===== config.mk =====
export PLATFORM = sky130hd
export DESIGN_NAME = shell_argument_unescaper
export DESIGN_NICKNAME = d
export VERILOG_FILES = /design/src/rtl/core/sau_pkg.sv /design/src/rtl/core/shell_argument_unescaper.sv
export SDC_FILE = /design/constraint.sdc
export NUM_CORES = 1
export LEC_CHECK = 0
export BUFFER_PORTS_ARGS = -buffer_cell sky130_fd_sc_hd__buf_2
export CORE_MARGIN = 2
export CORE_UTILIZATION = 59
export DETAILED_ROUTE_END_ITERATION = 8
export PLACE_DENSITY = 0.86
export SLEW_MARGIN = 40
export SYNTH_ARGS = -nofsm -noshare
export SYNTH_HDL_FRONTEND = slang
export SYNTH_SLANG_ARGS = --single-unit
export TNS_END_PERCENT = 5

===== constraint.sdc =====
create_clock -name i_clk -period 10.8 [get_ports i_clk]
set_input_delay 2.16 -clock i_clk [delete_from_list [all_inputs] [get_ports i_clk]]
set_output_delay 2.16 -clock i_clk [all_outputs]
set_load 0.03 [all_outputs]

===== src/rtl/core/sau_pkg.sv =====
// Package for the shell argument unescaper.
// Holds the output beat kinds shared by the core and its port checker.
// No dependencies.
`default_nettype none

package sau_pkg;

    // byte_kind codes carried on m_axis_tuser
    localparam logic [1:0] KIND_CONTENT = 2'd0;
    localparam logic [1:0] KIND_SEP     = 2'd1;
    localparam logic [1:0] KIND_END     = 2'd2;

    // separator bytes
    localparam logic [7:0] SEP_NUL   = 8'h00;
    localparam logic [7:0] SEP_SPACE = 8'h20;

endpackage : sau_pkg

`default_nettype wire


===== src/rtl/core/shell_argument_unescaper.sv =====
// Shell argument unescaper: quote tracking, blank collapsing, escape and
// UTF-8 decoding of a character stream, with an APB register port.
// Depends on sau_pkg.
`default_nettype none

// The block takes one raw byte of an argument string per input beat
// (s_axis_tdata), or an end marker (s_axis_tlast high, data ignored). It
// tracks quotes, turns each run of unquoted blanks into a single separator
// (NUL in word-split mode, space in single-string mode), decodes backslash
// escapes including \uXXXX and \u{...}, and sends every decoded code point
// as one to four UTF-8 bytes, one output beat per byte. An input beat gives
// zero to five output beats; m_axis_tlast marks the last beat of each input
// beat. An input beat is decoded in the cycle it is accepted and its beats
// are held in a six-entry result list, which drains one beat per cycle into
// the output register unless the output stalls. A new input beat is taken in
// the same cycle the last list entry moves out: one input beat per cycle as
// long as each yields at most one output beat and the output does not stall;
// a beat with more output holds the list until all of it has left. Beats with
// no output (blanks, quote marks, escape prefixes) pass at one per cycle.
// Registers: 0x0 split_mode (0 no quote tracking, 1 single string, 2 or 3 split
// into words; reset 2), 0x4 reject_specials (reset 0). Write registers only
// while no output is pending. words_seen counts words in the current string
// and saturates at 2^COUNT_BITS-1; special_error is sticky until the end
// marker, which also clears quoting, escape state and the word count.
module shell_argument_unescaper #(
    parameter int COUNT_BITS = 16
) (
    input  wire         i_clk,
    input  wire         i_rst_n,
    // input stream
    input  wire         s_axis_tvalid,
    output logic        s_axis_tready,
    input  wire  [7:0]  s_axis_tdata,   // [7:0] char_byte
    input  wire         s_axis_tlast,   // end_of_text
    // output stream
    output logic        m_axis_tvalid,
    input  wire         m_axis_tready,
    output logic [31:0] m_axis_tdata,   // [7:0] out_byte, [23:8] words_seen,
                                        // [24] special_error, [31:25] zero
    output logic [1:0]  m_axis_tuser,   // [1:0] byte_kind
    output logic        m_axis_tlast,   // last_of_run
    // register port
    input  wire         psel,
    input  wire         penable,
    input  wire         pwrite,
    input  wire  [2:0]  paddr,
    input  wire  [31:0] pwdata,
    output logic [31:0] prdata,
    output logic        pready
);
    import sau_pkg::*;

    localparam int LIST_N = 6;

    // register indexes (paddr[2])
    localparam logic REG_SPLIT_MODE = 1'b0;
    localparam logic REG_REJECT     = 1'b1;

    localparam logic [7:0] CH_SPACE  = 8'h20;
    localparam logic [7:0] CH_TAB    = 8'h09;
    localparam logic [7:0] CH_SQUOTE = 8'h27;
    localparam logic [7:0] CH_DQUOTE = 8'h22;
    localparam logic [7:0] CH_BSLASH = 8'h5C;
    localparam logic [7:0] CH_LBRACE = 8'h7B;

    typedef enum logic [1:0] {
        QC_BETWEEN = 2'd0,
        QC_WORD    = 2'd1,
        QC_SINGLE  = 2'd2,
        QC_DOUBLE  = 2'd3
    } t_quote;

    typedef enum logic [2:0] {
        EP_NONE      = 3'd0,
        EP_BACKSLASH = 3'd1,
        EP_U_FIRST   = 3'd2,
        EP_U_FIXED   = 3'd3,
        EP_U_BRACE   = 3'd4
    } t_esc;

    // configuration
    logic [1:0] r_mode;
    logic       r_reject;

    // string state
    t_quote                r_qc,    n_qc;
    t_esc                  r_ep,    n_ep;
    logic [23:0]           r_acc,   n_acc;
    logic [2:0]            r_dig,   n_dig;
    logic [COUNT_BITS-1:0] r_words, n_words;
    logic                  r_spec,  n_spec;

    // result list
    logic [7:0]  r_lbyte [LIST_N];
    logic [1:0]  r_lkind [LIST_N];
    logic [2:0]  r_lcnt;
    logic [2:0]  r_lidx;
    logic [15:0] r_lwords;
    logic        r_lspec;
    logic        r_lvld;

    // output register
    logic        r_ovld;
    logic [7:0]  r_obyte;
    logic [1:0]  r_okind;
    logic        r_olast;
    logic [15:0] r_owords;
    logic        r_ospec;

    // decode results
    logic [7:0]  e_byte [LIST_N];
    logic [1:0]  e_kind [LIST_N];
    logic [2:0]  e_cnt;
    logic [15:0] e_words;
    logic        e_spec;

    logic s_acc;
    logic cfg_wr;
    logic l_take;
    logic l_last;

    // ---------------------------------------------------------------
    // Register port
    // ---------------------------------------------------------------
    assign pready = 1'b1;
    assign cfg_wr = psel & penable & pwrite & pready;

    always_comb begin
        unique case (paddr[2])
            REG_SPLIT_MODE: prdata = {30'd0, r_mode};
            REG_REJECT:     prdata = {31'd0, r_reject};
            default:        prdata = '0;
        endcase
    end

    // ---------------------------------------------------------------
    // Decode one character: next state and the list of output bytes
    // ---------------------------------------------------------------
    always_comb begin
        logic [7:0]  c;
        logic        ending;
        logic        d_ok;
        logic [3:0]  d_val;
        logic [23:0] acc_sh;
        logic        code_en;
        logic [23:0] cv;
        logic [2:0]  code_n;
        logic [7:0]  cb [4];
        logic        plain_en;
        logic        pre_en;
        logic [7:0]  pre_byte;
        logic        quoted;
        logic        blank;
        logic        special;
        t_quote      qcw;
        logic [2:0]  cnt;

        c        = s_axis_tdata;
        ending   = s_axis_tlast;
        n_qc     = r_qc;
        n_ep     = r_ep;
        n_acc    = r_acc;
        n_dig    = r_dig;
        n_words  = r_words;
        n_spec   = r_spec;
        code_en  = 1'b0;
        cv       = '0;
        plain_en = 1'b0;
        pre_en   = 1'b0;
        pre_byte = c;
        cnt      = '0;
        for (int k = 0; k < LIST_N; k++) begin
            e_byte[k] = '0;
            e_kind[k] = KIND_CONTENT;
        end

        // hex digit, 0-9 a-f A-F only
        d_ok  = 1'b0;
        d_val = c[3:0];
        if (c >= 8'h30 && c <= 8'h39) begin
            d_ok = 1'b1;
        end else if ((c >= 8'h61 && c <= 8'h66) || (c >= 8'h41 && c <= 8'h46)) begin
            d_ok  = 1'b1;
            d_val = 4'(c[3:0] + 4'd9);
        end
        acc_sh = {r_acc[19:0], d_val};

        if (ending) begin
            if (r_ep == EP_BACKSLASH) begin
                pre_en   = 1'b1;
                pre_byte = CH_BSLASH;
            end else if (r_ep != EP_NONE) begin
                code_en = 1'b1;
                cv      = r_acc;
            end
        end else begin
            case (r_ep)
                EP_BACKSLASH: begin
                    n_ep = EP_NONE;
                    case (c)
                        8'h61:   pre_byte = 8'h07;   // a
                        8'h62:   pre_byte = 8'h08;   // b
                        8'h65:   pre_byte = 8'h1B;   // e
                        8'h66:   pre_byte = 8'h0C;   // f
                        8'h6E:   pre_byte = 8'h0A;   // n
                        8'h72:   pre_byte = 8'h0D;   // r
                        8'h74:   pre_byte = 8'h09;   // t
                        8'h76:   pre_byte = 8'h0B;   // v
                        default: pre_byte = c;
                    endcase
                    if (c == 8'h75) begin
                        // start of a \u sequence
                        n_ep  = EP_U_FIRST;
                        n_acc = '0;
                        n_dig = '0;
                    end else begin
                        pre_en = 1'b1;
                    end
                end
                EP_U_FIRST: begin
                    if (c == CH_LBRACE) begin
                        n_ep = EP_U_BRACE;
                    end else if (d_ok) begin
                        n_acc = {20'd0, d_val};
                        n_dig = 3'd1;
                        n_ep  = EP_U_FIXED;
                    end else begin
                        n_ep     = EP_NONE;
                        code_en  = 1'b1;
                        plain_en = 1'b1;
                    end
                end
                EP_U_FIXED: begin
                    if (d_ok) begin
                        n_acc = acc_sh;
                        n_dig = 3'(r_dig + 3'd1);
                        if (r_dig == 3'd3) begin
                            n_ep    = EP_NONE;
                            code_en = 1'b1;
                            cv      = acc_sh;
                        end
                    end else begin
                        n_ep     = EP_NONE;
                        code_en  = 1'b1;
                        cv       = r_acc;
                        plain_en = 1'b1;
                    end
                end
                EP_U_BRACE: begin
                    if (r_dig < 3'd6 && d_ok) begin
                        n_acc = acc_sh;
                        n_dig = 3'(r_dig + 3'd1);
                    end else begin
                        // swallow the closing byte
                        n_ep    = EP_NONE;
                        code_en = 1'b1;
                        cv      = r_acc;
                    end
                end
                default: begin
                    n_ep     = EP_NONE;
                    plain_en = 1'b1;
                end
            endcase
        end

        // UTF-8 encode
        code_n = 3'd1;
        cb[0]  = cv[7:0];
        cb[1]  = {2'b10, cv[5:0]};
        cb[2]  = {2'b10, cv[5:0]};
        cb[3]  = {2'b10, cv[5:0]};
        if (cv > 24'h00007F && cv <= 24'h0007FF) begin
            code_n = 3'd2;
            cb[0]  = {3'b110, cv[10:6]};
        end else if (cv > 24'h0007FF && cv <= 24'h00FFFF) begin
            code_n = 3'd3;
            cb[0]  = {4'b1110, cv[15:12]};
            cb[1]  = {2'b10, cv[11:6]};
        end else if (cv > 24'h00FFFF) begin
            code_n = 3'd4;
            // lead bits beyond six merge into the lead byte
            cb[0]  = 8'hF0 | {2'b00, cv[23:18]};
            cb[1]  = {2'b10, cv[17:12]};
            cb[2]  = {2'b10, cv[11:6]};
        end

        if (pre_en) begin
            e_byte[cnt] = pre_byte;
            cnt         = 3'(cnt + 3'd1);
        end
        if (code_en) begin
            for (int k = 0; k < 4; k++) begin
                if (3'(k) < code_n) begin
                    e_byte[cnt] = cb[k];
                    cnt         = 3'(cnt + 3'd1);
                end
            end
        end

        // plain character handling
        quoted  = (r_qc == QC_SINGLE) || (r_qc == QC_DOUBLE);
        blank   = (c == CH_SPACE) || (c == CH_TAB);
        special = (c == 8'h24) || (c == 8'h26) || (c == 8'h7C) ||
                  (c == 8'h3C) || (c == 8'h3E);
        qcw     = r_qc;
        if (plain_en) begin
            if (!quoted && blank) begin
                n_qc = QC_BETWEEN;
            end else begin
                if (r_qc == QC_BETWEEN) begin
                    qcw = QC_WORD;
                    if (r_words != '0) begin
                        e_byte[cnt] = (r_mode >= 2'd2) ? SEP_NUL : SEP_SPACE;
                        e_kind[cnt] = KIND_SEP;
                        cnt         = 3'(cnt + 3'd1);
                    end
                    if (r_words != '1) begin
                        n_words = r_words + COUNT_BITS'(1);
                    end
                end
                n_qc = qcw;
                if ((c == CH_SQUOTE || c == CH_DQUOTE) && !quoted && r_mode >= 2'd1) begin
                    n_qc = (c == CH_SQUOTE) ? QC_SINGLE : QC_DOUBLE;
                end else if ((qcw == QC_SINGLE && c == CH_SQUOTE) ||
                             (qcw == QC_DOUBLE && c == CH_DQUOTE)) begin
                    n_qc = QC_WORD;
                end else if (c == CH_BSLASH) begin
                    n_ep = EP_BACKSLASH;
                end else begin
                    if (r_reject && !quoted && special) begin
                        n_spec = 1'b1;
                    end
                    e_byte[cnt] = c;
                    cnt         = 3'(cnt + 3'd1);
                end
            end
        end

        e_words = 16'(n_words);
        e_spec  = n_spec;

        if (ending) begin
            e_byte[cnt] = '0;
            e_kind[cnt] = KIND_END;
            cnt         = 3'(cnt + 3'd1);
            // clear the string context
            n_qc    = QC_BETWEEN;
            n_ep    = EP_NONE;
            n_acc   = '0;
            n_dig   = '0;
            n_words = '0;
            n_spec  = 1'b0;
        end
        e_cnt = cnt;
    end

    // ---------------------------------------------------------------
    // Handshake: list drains into the output register, the next input
    // beat enters as the last list entry leaves
    // ---------------------------------------------------------------
    assign l_take        = r_lvld && (!r_ovld || m_axis_tready);
    assign l_last        = (r_lidx == 3'(r_lcnt - 3'd1));
    assign s_axis_tready = !r_lvld || (l_take && l_last);
    assign s_acc         = s_axis_tvalid && s_axis_tready;

    always_ff @(posedge i_clk) begin
        if (!i_rst_n) begin
            r_mode   <= 2'd2;
            r_reject <= 1'b0;
            r_qc     <= QC_BETWEEN;
            r_ep     <= EP_NONE;
            r_acc    <= '0;
            r_dig    <= '0;
            r_words  <= '0;
            r_spec   <= 1'b0;
            r_lvld   <= 1'b0;
            r_lidx   <= '0;
            r_lcnt   <= '0;
            r_ovld   <= 1'b0;
        end else begin
            if (cfg_wr) begin
                unique case (paddr[2])
                    REG_SPLIT_MODE: r_mode   <= pwdata[1:0];
                    REG_REJECT:     r_reject <= pwdata[0];
                    default:        ;
                endcase
            end

            // output register
            if (l_take) begin
                r_ovld <= 1'b1;
            end else if (m_axis_tready) begin
                r_ovld <= 1'b0;
            end

            // accept the next character
            if (s_acc) begin
                r_qc    <= n_qc;
                r_ep    <= n_ep;
                r_acc   <= n_acc;
                r_dig   <= n_dig;
                r_words <= n_words;
                r_spec  <= n_spec;
            end

            // load, advance or drop the list; a new load only happens while the list is
            // empty or as the last entry leaves, so it replaces the drop
            if (s_acc && e_cnt != 3'd0) begin
                r_lvld <= 1'b1;
                r_lidx <= '0;
                r_lcnt <= e_cnt;
            end else if (l_take) begin
                if (l_last) begin
                    r_lvld <= 1'b0;
                end else begin
                    r_lidx <= 3'(r_lidx + 3'd1);
                end
            end
        end
    end

    // payload, no reset
    always_ff @(posedge i_clk) begin
        if (s_acc) begin
            for (int k = 0; k < LIST_N; k++) begin
                r_lbyte[k] <= e_byte[k];
                r_lkind[k] <= e_kind[k];
            end
            r_lwords <= e_words;
            r_lspec  <= e_spec;
        end
        if (l_take) begin
            r_obyte  <= r_lbyte[r_lidx];
            r_okind  <= r_lkind[r_lidx];
            r_olast  <= l_last;
            r_owords <= r_lwords;
            r_ospec  <= r_lspec;
        end
    end

    assign m_axis_tvalid = r_ovld;
    assign m_axis_tdata  = {7'd0, r_ospec, r_owords, r_obyte};
    assign m_axis_tuser  = r_okind;
    assign m_axis_tlast  = r_olast;

endmodule : shell_argument_unescaper

`default_nettype wire


# Word-level counts from Yosys, hierarchy flattened
# Memories as Yosys holds them, arrays and structs flattened. A register that Yosys moved wholly into a read port is not among the register bits.
# Cells that the tools add are included.
dict set report classes {
  n_bitwise 17
  mux 162
  magnitude_cmp 32
  add_sub_neg 12
  reduce_logical 55
  eq_ne 36
}
# cell n
set op_table {}
lappend op_table {{48-bit 2-to-1 mux} 18}
lappend op_table {{24-bit 2-to-1 mux} 13}
lappend op_table {{48-bit bitwise mux} 6}
lappend op_table {{8-bit demux with 3-bit select} 7}
lappend op_table {{16-bit 2-to-1 mux} 7}
lappend op_table {{3-bit 2-to-1 mux} 37}
lappend op_table {{8-bit 2-to-1 mux} 13}
lappend op_table {{8-bit by 7-bit equality test with 1-bit output, second input constant} 12}
lappend op_table {{24-bit case mux with 4 select lines} 1}
lappend op_table {{32-bit case mux with 2 select lines} 1}
lappend op_table {{8-bit case mux with 8 select lines} 1}
lappend op_table {{8-bit by 6-bit equality test with 1-bit output, second input constant} 7}
lappend op_table {{48-bit AND} 1}
lappend op_table {{48-bit inverter} 1}
lappend op_table {{24-bit case mux with 2 select lines} 1}
lappend op_table {{11-bit 2-to-1 mux} 4}
lappend op_table {{1-bit 2-to-1 mux} 31}
lappend op_table {{4-bit greater-or-equal comparator, second input constant} 7}
lappend op_table {{4-bit by 1-bit less-than comparator with 1-bit output, second input constant} 7}
lappend op_table {{3-bit inverter with 4-bit output} 7}
lappend op_table {{3-bit by 1-bit adder with 3-bit output, second input constant} 9}
lappend op_table {{24-bit by 11-bit greater-than comparator with 1-bit output, second input constant} 1}
lappend op_table {{24-bit by 16-bit greater-than comparator with 1-bit output, second input constant} 1}
lappend op_table {{24-bit by 7-bit greater-than comparator with 1-bit output, second input constant} 1}
lappend op_table {{46 further kinds} 120}
dict set report word_totals {
  wordCells 333
  regBits 95
  out_inout_bits 70
  in_bits 51
  memories 2
  mem_bits_rw 60
}
# memory words word_bits read_ports rd_clocked_by_memory_dff write_ports line
set memory_table {}
lappend memory_table {r_lbyte 6 8 1 1 6 shell_argument_unescaper.sv:94} ;# logic [7:0] r_lbyte [LIST_N];
lappend memory_table {r_lkind 6 2 1 1 6 shell_argument_unescaper.sv:95} ;# logic [1:0] r_lkind [LIST_N];

# Depth between registers and ports, before layout
dict set report depth {
  ltp_word 44
  ltp_mapped 33
  ltp_nobuf 28
}

# Least setup slack after synthesis
# Ideal clock, no wire load.
dict set report synth_path {
  kind {input port to flip-flop}
  start {input s_axis_tdata[1]}
  end {register r_lvld}
  slack_ns 1.024
  path_stages 33
  n_path_buf 5
  t_required_ns 10.685
  t_arrival_ns 9.661
  setup_ns 0.115
  cell_sequence {clkbuf_1 -> inv_1 -> ha_1 -> o21bai_1 -> a221o_1 -> and3_1 -> buf_6 -> a221o_1 -> nor3_1 -> clkbuf_1 -> and3_1 -> clkbuf_1 -> inv_1 -> fa_1 -> clkbuf_1 -> a22oi_1 -> ha_1 -> a32oi_4 -> inv_4 -> ha_1 -> nand2_1 -> a21boi_4 -> inv_4 -> ha_1 -> mux2i_1 -> a211oi_1 -> a21oi_2 -> inv_2 -> ha_1 -> or4b_1 -> o21ai_2 -> mux2i_4 -> a31o_1}
}
dict set report synth_via {
  elab_chain_len 42
  elab_cells_between_ends 93
  classes_between {8 x add/sub; 15 x order compare; 7 x eq/ne; 43 x mux; 20 x reduce/logical}
}
# element line
set synth_lines {}
lappend synth_lines {{from (decl)} shell_argument_unescaper.sv:33} ;# input wire [7:0] s_axis_tdata,
lappend synth_lines {{8-bit by 7-bit greater-or-equal comparator with 1-bit output or 8-bit by 7-bit less-or-equal comparator with 1-bit output (tied branches)} shell_argument_unescaper.sv:182} ;# end else if ((c >= 8'h61 && c <= 8'h66) || (c >= 8'h41 && c <= 8'h46)) begin
lappend synth_lines {{1-bit logical AND} shell_argument_unescaper.sv:182}
lappend synth_lines {{1-bit logical OR} shell_argument_unescaper.sv:182}
lappend synth_lines {{4-bit 2-to-1 mux or 1-bit 2-to-1 mux (tied branches)} shell_argument_unescaper.sv:182}
lappend synth_lines {{4-bit 2-to-1 mux or 1-bit 2-to-1 mux (tied branches)} shell_argument_unescaper.sv:180} ;# if (c >= 8'h30 && c <= 8'h39) begin
lappend synth_lines {{24-bit 2-to-1 mux or 1-bit logical AND (tied branches)} {shell_argument_unescaper.sv:237, shell_argument_unescaper.sv:250}}
lappend synth_lines {{24-bit 2-to-1 mux (on tied branches)} {shell_argument_unescaper.sv:234, shell_argument_unescaper.sv:250}}
lappend synth_lines {{24-bit case mux with 2 select lines} shell_argument_unescaper.sv:197} ;# case (r_ep)
lappend synth_lines {{[... 26 more ...]} --}
lappend synth_lines {{3-bit 2-to-1 mux} shell_argument_unescaper.sv:308} ;# if (!quoted && blank) begin
lappend synth_lines {{3-bit 2-to-1 mux *} shell_argument_unescaper.sv:307} ;# if (plain_en) begin
lappend synth_lines {{3-bit by 1-bit adder with 3-bit output} shell_argument_unescaper.sv:346} ;# cnt = 3'(cnt + 3'd1);
lappend synth_lines {{3-bit 2-to-1 mux *} shell_argument_unescaper.sv:343} ;# if (ending) begin
lappend synth_lines {{3-bit nonzero test *} shell_argument_unescaper.sv:409} ;# if (s_acc && e_cnt != 3'd0) begin
lappend synth_lines {{1-bit logical AND *} shell_argument_unescaper.sv:409}
lappend synth_lines {{2-bit nonzero test (no line)} --}
lappend synth_lines {{2-bit AND reduction (no line)} --}
lappend synth_lines {{to (signal assigned)} shell_argument_unescaper.sv:377} ;# r_lvld <= 1'b0;
lappend synth_lines {{to (signal assigned)} shell_argument_unescaper.sv:410} ;# r_lvld <= 1'b1;
lappend synth_lines {{to (signal assigned)} shell_argument_unescaper.sv:415} ;# r_lvld <= 1'b0;
lappend synth_lines {{to (decl)} shell_argument_unescaper.sv:100} ;# logic r_lvld;
# Every way passes the cells marked *; elsewhere a longest branch is shown, timed or not. The select of a mux whose other input is x is not followed.
# A chain may end at the register's enable or synchronous reset.

# Worst setup path in the final report
# Ends and elaborated chain as after synthesis.

==> reports/qor.txt <==
Outcome = finished clean
Die ar. = 18230 µm²
Fraction of layout cells with a size suffix above 1 = 0.1587
Largest net degree at the start of global routing = 51
Most frequent CP cell = ha_1
Post-synth top area share = 0.3113
Setup TNS Final = 0 ns
CP Max Fanout = 12
Max incr delay on CP = 0.57 ns
Max layer used = met4
Die height = 135.0 µm
Slew Limit Fails = 0
Core Area = 16700 µm²
CTS sink cnt = 165
Buffers added on ports = 50
Total gr overflow = 0
Synthesized area per cell = 9.759 µm²
Post-CTS Setup Bufs = 0
Starting DRT DRC Count = 1070
HP Class = register to register
First-pass detailed-route iteration total = 6
WHS = 0.4192 ns
Crit path max-delay cell type = fa_1
Post-detailed-route wirelength per cell = 20.05 µm
Placer congestion estimate = 0.9643
Fmax = 102.9 MHz
Detail Route Antenna Nets = 0
Routed length on met2 = 12.14 mm
Post-Synth XOR/XNOR Area = 0.02643
Total track usage = 0.2814
Post-route cell area = 10980 µm²
Synth async-reset ratio = 0
Post-Synth Adder-Cell Area = 0.02050
EDFF count, synth = 105
Initial antenna violation count = 0
# setup viols final = 0
Max-cap viol count = 0
Chip Width = 135.0 µm
Cts repair resizes = 0
Post-synthesis mux area share = 0.05657
Ports = 121
Final Hold Fails = 0
Mapped Area = 10130 µm²
Dominant cell by count in the synthesized netlist = edfxtp_1
Worst vdd ir = 0.0001209 V
Final Skew = 0.01688 ns
Number of nets in the layout = 1119
Crit path kind = input port to register
CTS root buf = clkbuf_16
CTS clk-pin slew, worst paths = 0.07 ns
Metal3 WL = 2.128 mm
CP Data Arrival Time = 10.04 ns
Synth cell count leaders = 105 x edfxtp_1, 86 x a21oi_1, 83 x nand2_1
Unrepaired setup endpoints after global routing = false
Hold_buf cts = 0
Total number of vias = 8477
P&R area growth vs syn = 8.350%
Total CTS buffers = 17
M1 wire length = 10.78 mm
Area leader, netlist = edfxtp_1
Vias in the first global route = 7784
Tmin final = 9.718 ns
CTS tree = built
Ranking of synthesized cells by area = edfxtp_1 31%, dfxtp_1 12%, a21oi_1 4.2%
Ant. Diodes = 0
Largest family of logic cells by synthesized area = compound AO/OA/AOI/OAI gates
Num rows = 47
Final HPWL DP = 17.74 mm
Compound-Gate Fraction of Synth Area = 0.2036
Clock Path Buffers = 2
Seq/Total Area, Yosys = 0.4298
Number of remaining DRC errors = 0
Slew margin rel. = 0.4585
Placed Area = 10340 µm²
Startpoint types = input port
Final Util = 0.6572
Req. time, crit path = 11.12 ns
DRT Wirelength = 25.76 mm
Power per cell area = 145.6 nW/µm²
Yosys cell types = 112
Skew-Pair Late Insertion Delay = 0.44 ns
LEAKAGE = 0.003987 µW
Placed cells = 1253
Element type at the critical path end = register
Number of synthesis warnings = 0
Period Utilization, post-route = 0.8998
Top FF cell, synth = edfxtp_1
First-pass GRT wire length = 40.43 mm
Register bit total from synthesis = 165
Starting Density = 0.6065
Post-Synth Simple-Gate Area = 0.1927
Post-Syn Instances = 1038
Non-filler cells, final = 1285
H-tree depth = 4
Least-Margin Pin Slew = 0.8050 ns
Vias per inst = 6.597
==> critical path, delay by kind of cell <==
kind | cells | cell delay [ns]
simple gates | 6 | 1.94
buf+inv | 7 | 1.22
fa+ha+maj | 6 | 2.09
compound gates | 9 | 2.38
mux | 2 | 0.22
==> cell type report <==
| class | count | area [µm²] |
|---|---|---|
| multi-input cells | 775 | 5241 |
| clock inverters | 14 | 182.7 |
| repair buffers | 66 | 370.4 |
| clock buffers | 18 | 439.2 |
| inverters | 27 | 112.6 |
| well taps | 220 | 275.3 |
| flip-flops and latches | 165 | 4354 |
| fillers | 1305 | 5725 |
==> registers in the layout (all words and copies together), names as in the netlist, 2 cells and up <==
signal        flops
r_mode            2
r_obyte           8
r_ep              3
r_words          16
r_owords         16
r_qc              2
r_lkind          12
r_lbyte          48
r_lidx            3
m_axis_tuser      2
r_lwords         16
r_lcnt            3
r_dig             3
r_acc            24
==> cell families after synthesis <==
group / Yosys count
simple gates: 370
compound gates: 280
flops: 165
buf+inv: 136
mux: 43
xor+xnor: 26
fa+ha+maj: 16
other cells: 2
==> per-stage QoR <==
stage	power (µW)	setup slack, ns
floorplan	920.1	1.024
global placement	953.8	0.9504
detailed placement	961.2	0.8329
CTS	1599	1.244
global route	1646	0.7038
finish	1598	1.082
==> where the power goes <==
group	internal [µW]	leakage, µW	switching [µW]	total [µW]
Combinational	64.3	0.00217	159	223
Clock	376	0.000306	270	646
Sequential	717	0.00152	11.7	728
==> placed cells by master (no fill, tap or decap), drive strengths merged, types with 9 or more instances in the layout <==
master / count
a211oi: 17
a21oi: 88
a22o: 9
a22oi: 22
a31oi: 9
and3: 19
buf: 66
clkbuf: 18
conb: 40
dfxtp: 60
edfxtp: 105
ha: 15
inv: 32
mux2i: 29
mux4: 10
nand2: 83
nand2b: 11
nand3: 54
nand4: 12
nor2: 85
nor2b: 17
nor3: 30
o211ai: 9
o21ai: 32
o31ai: 15
xnor2: 14
xor2: 11
==> final timing paths <==
kind,from,endpoint,slack (ns),depth (start not counted)
setup / recovery,s_axis_tdata[1],r_lvld,1.08,30
hold / removal,r_lwords[8],r_owords[8],0.42,0
setup reg to reg,r_ep[2],r_lvld,3.26,27
hold reg to reg,r_lwords[8],r_owords[8],0.42,0
==> metal layers <==
layer / track usage / up-vias
met5: 0 / -
met4: 0.1111 / 0
met3: 0.05443 / 68
met2: 0.4532 / 478
met1: 0.3771 / 4052
li1: - / 3879
(Power assumes the default switching activity.)
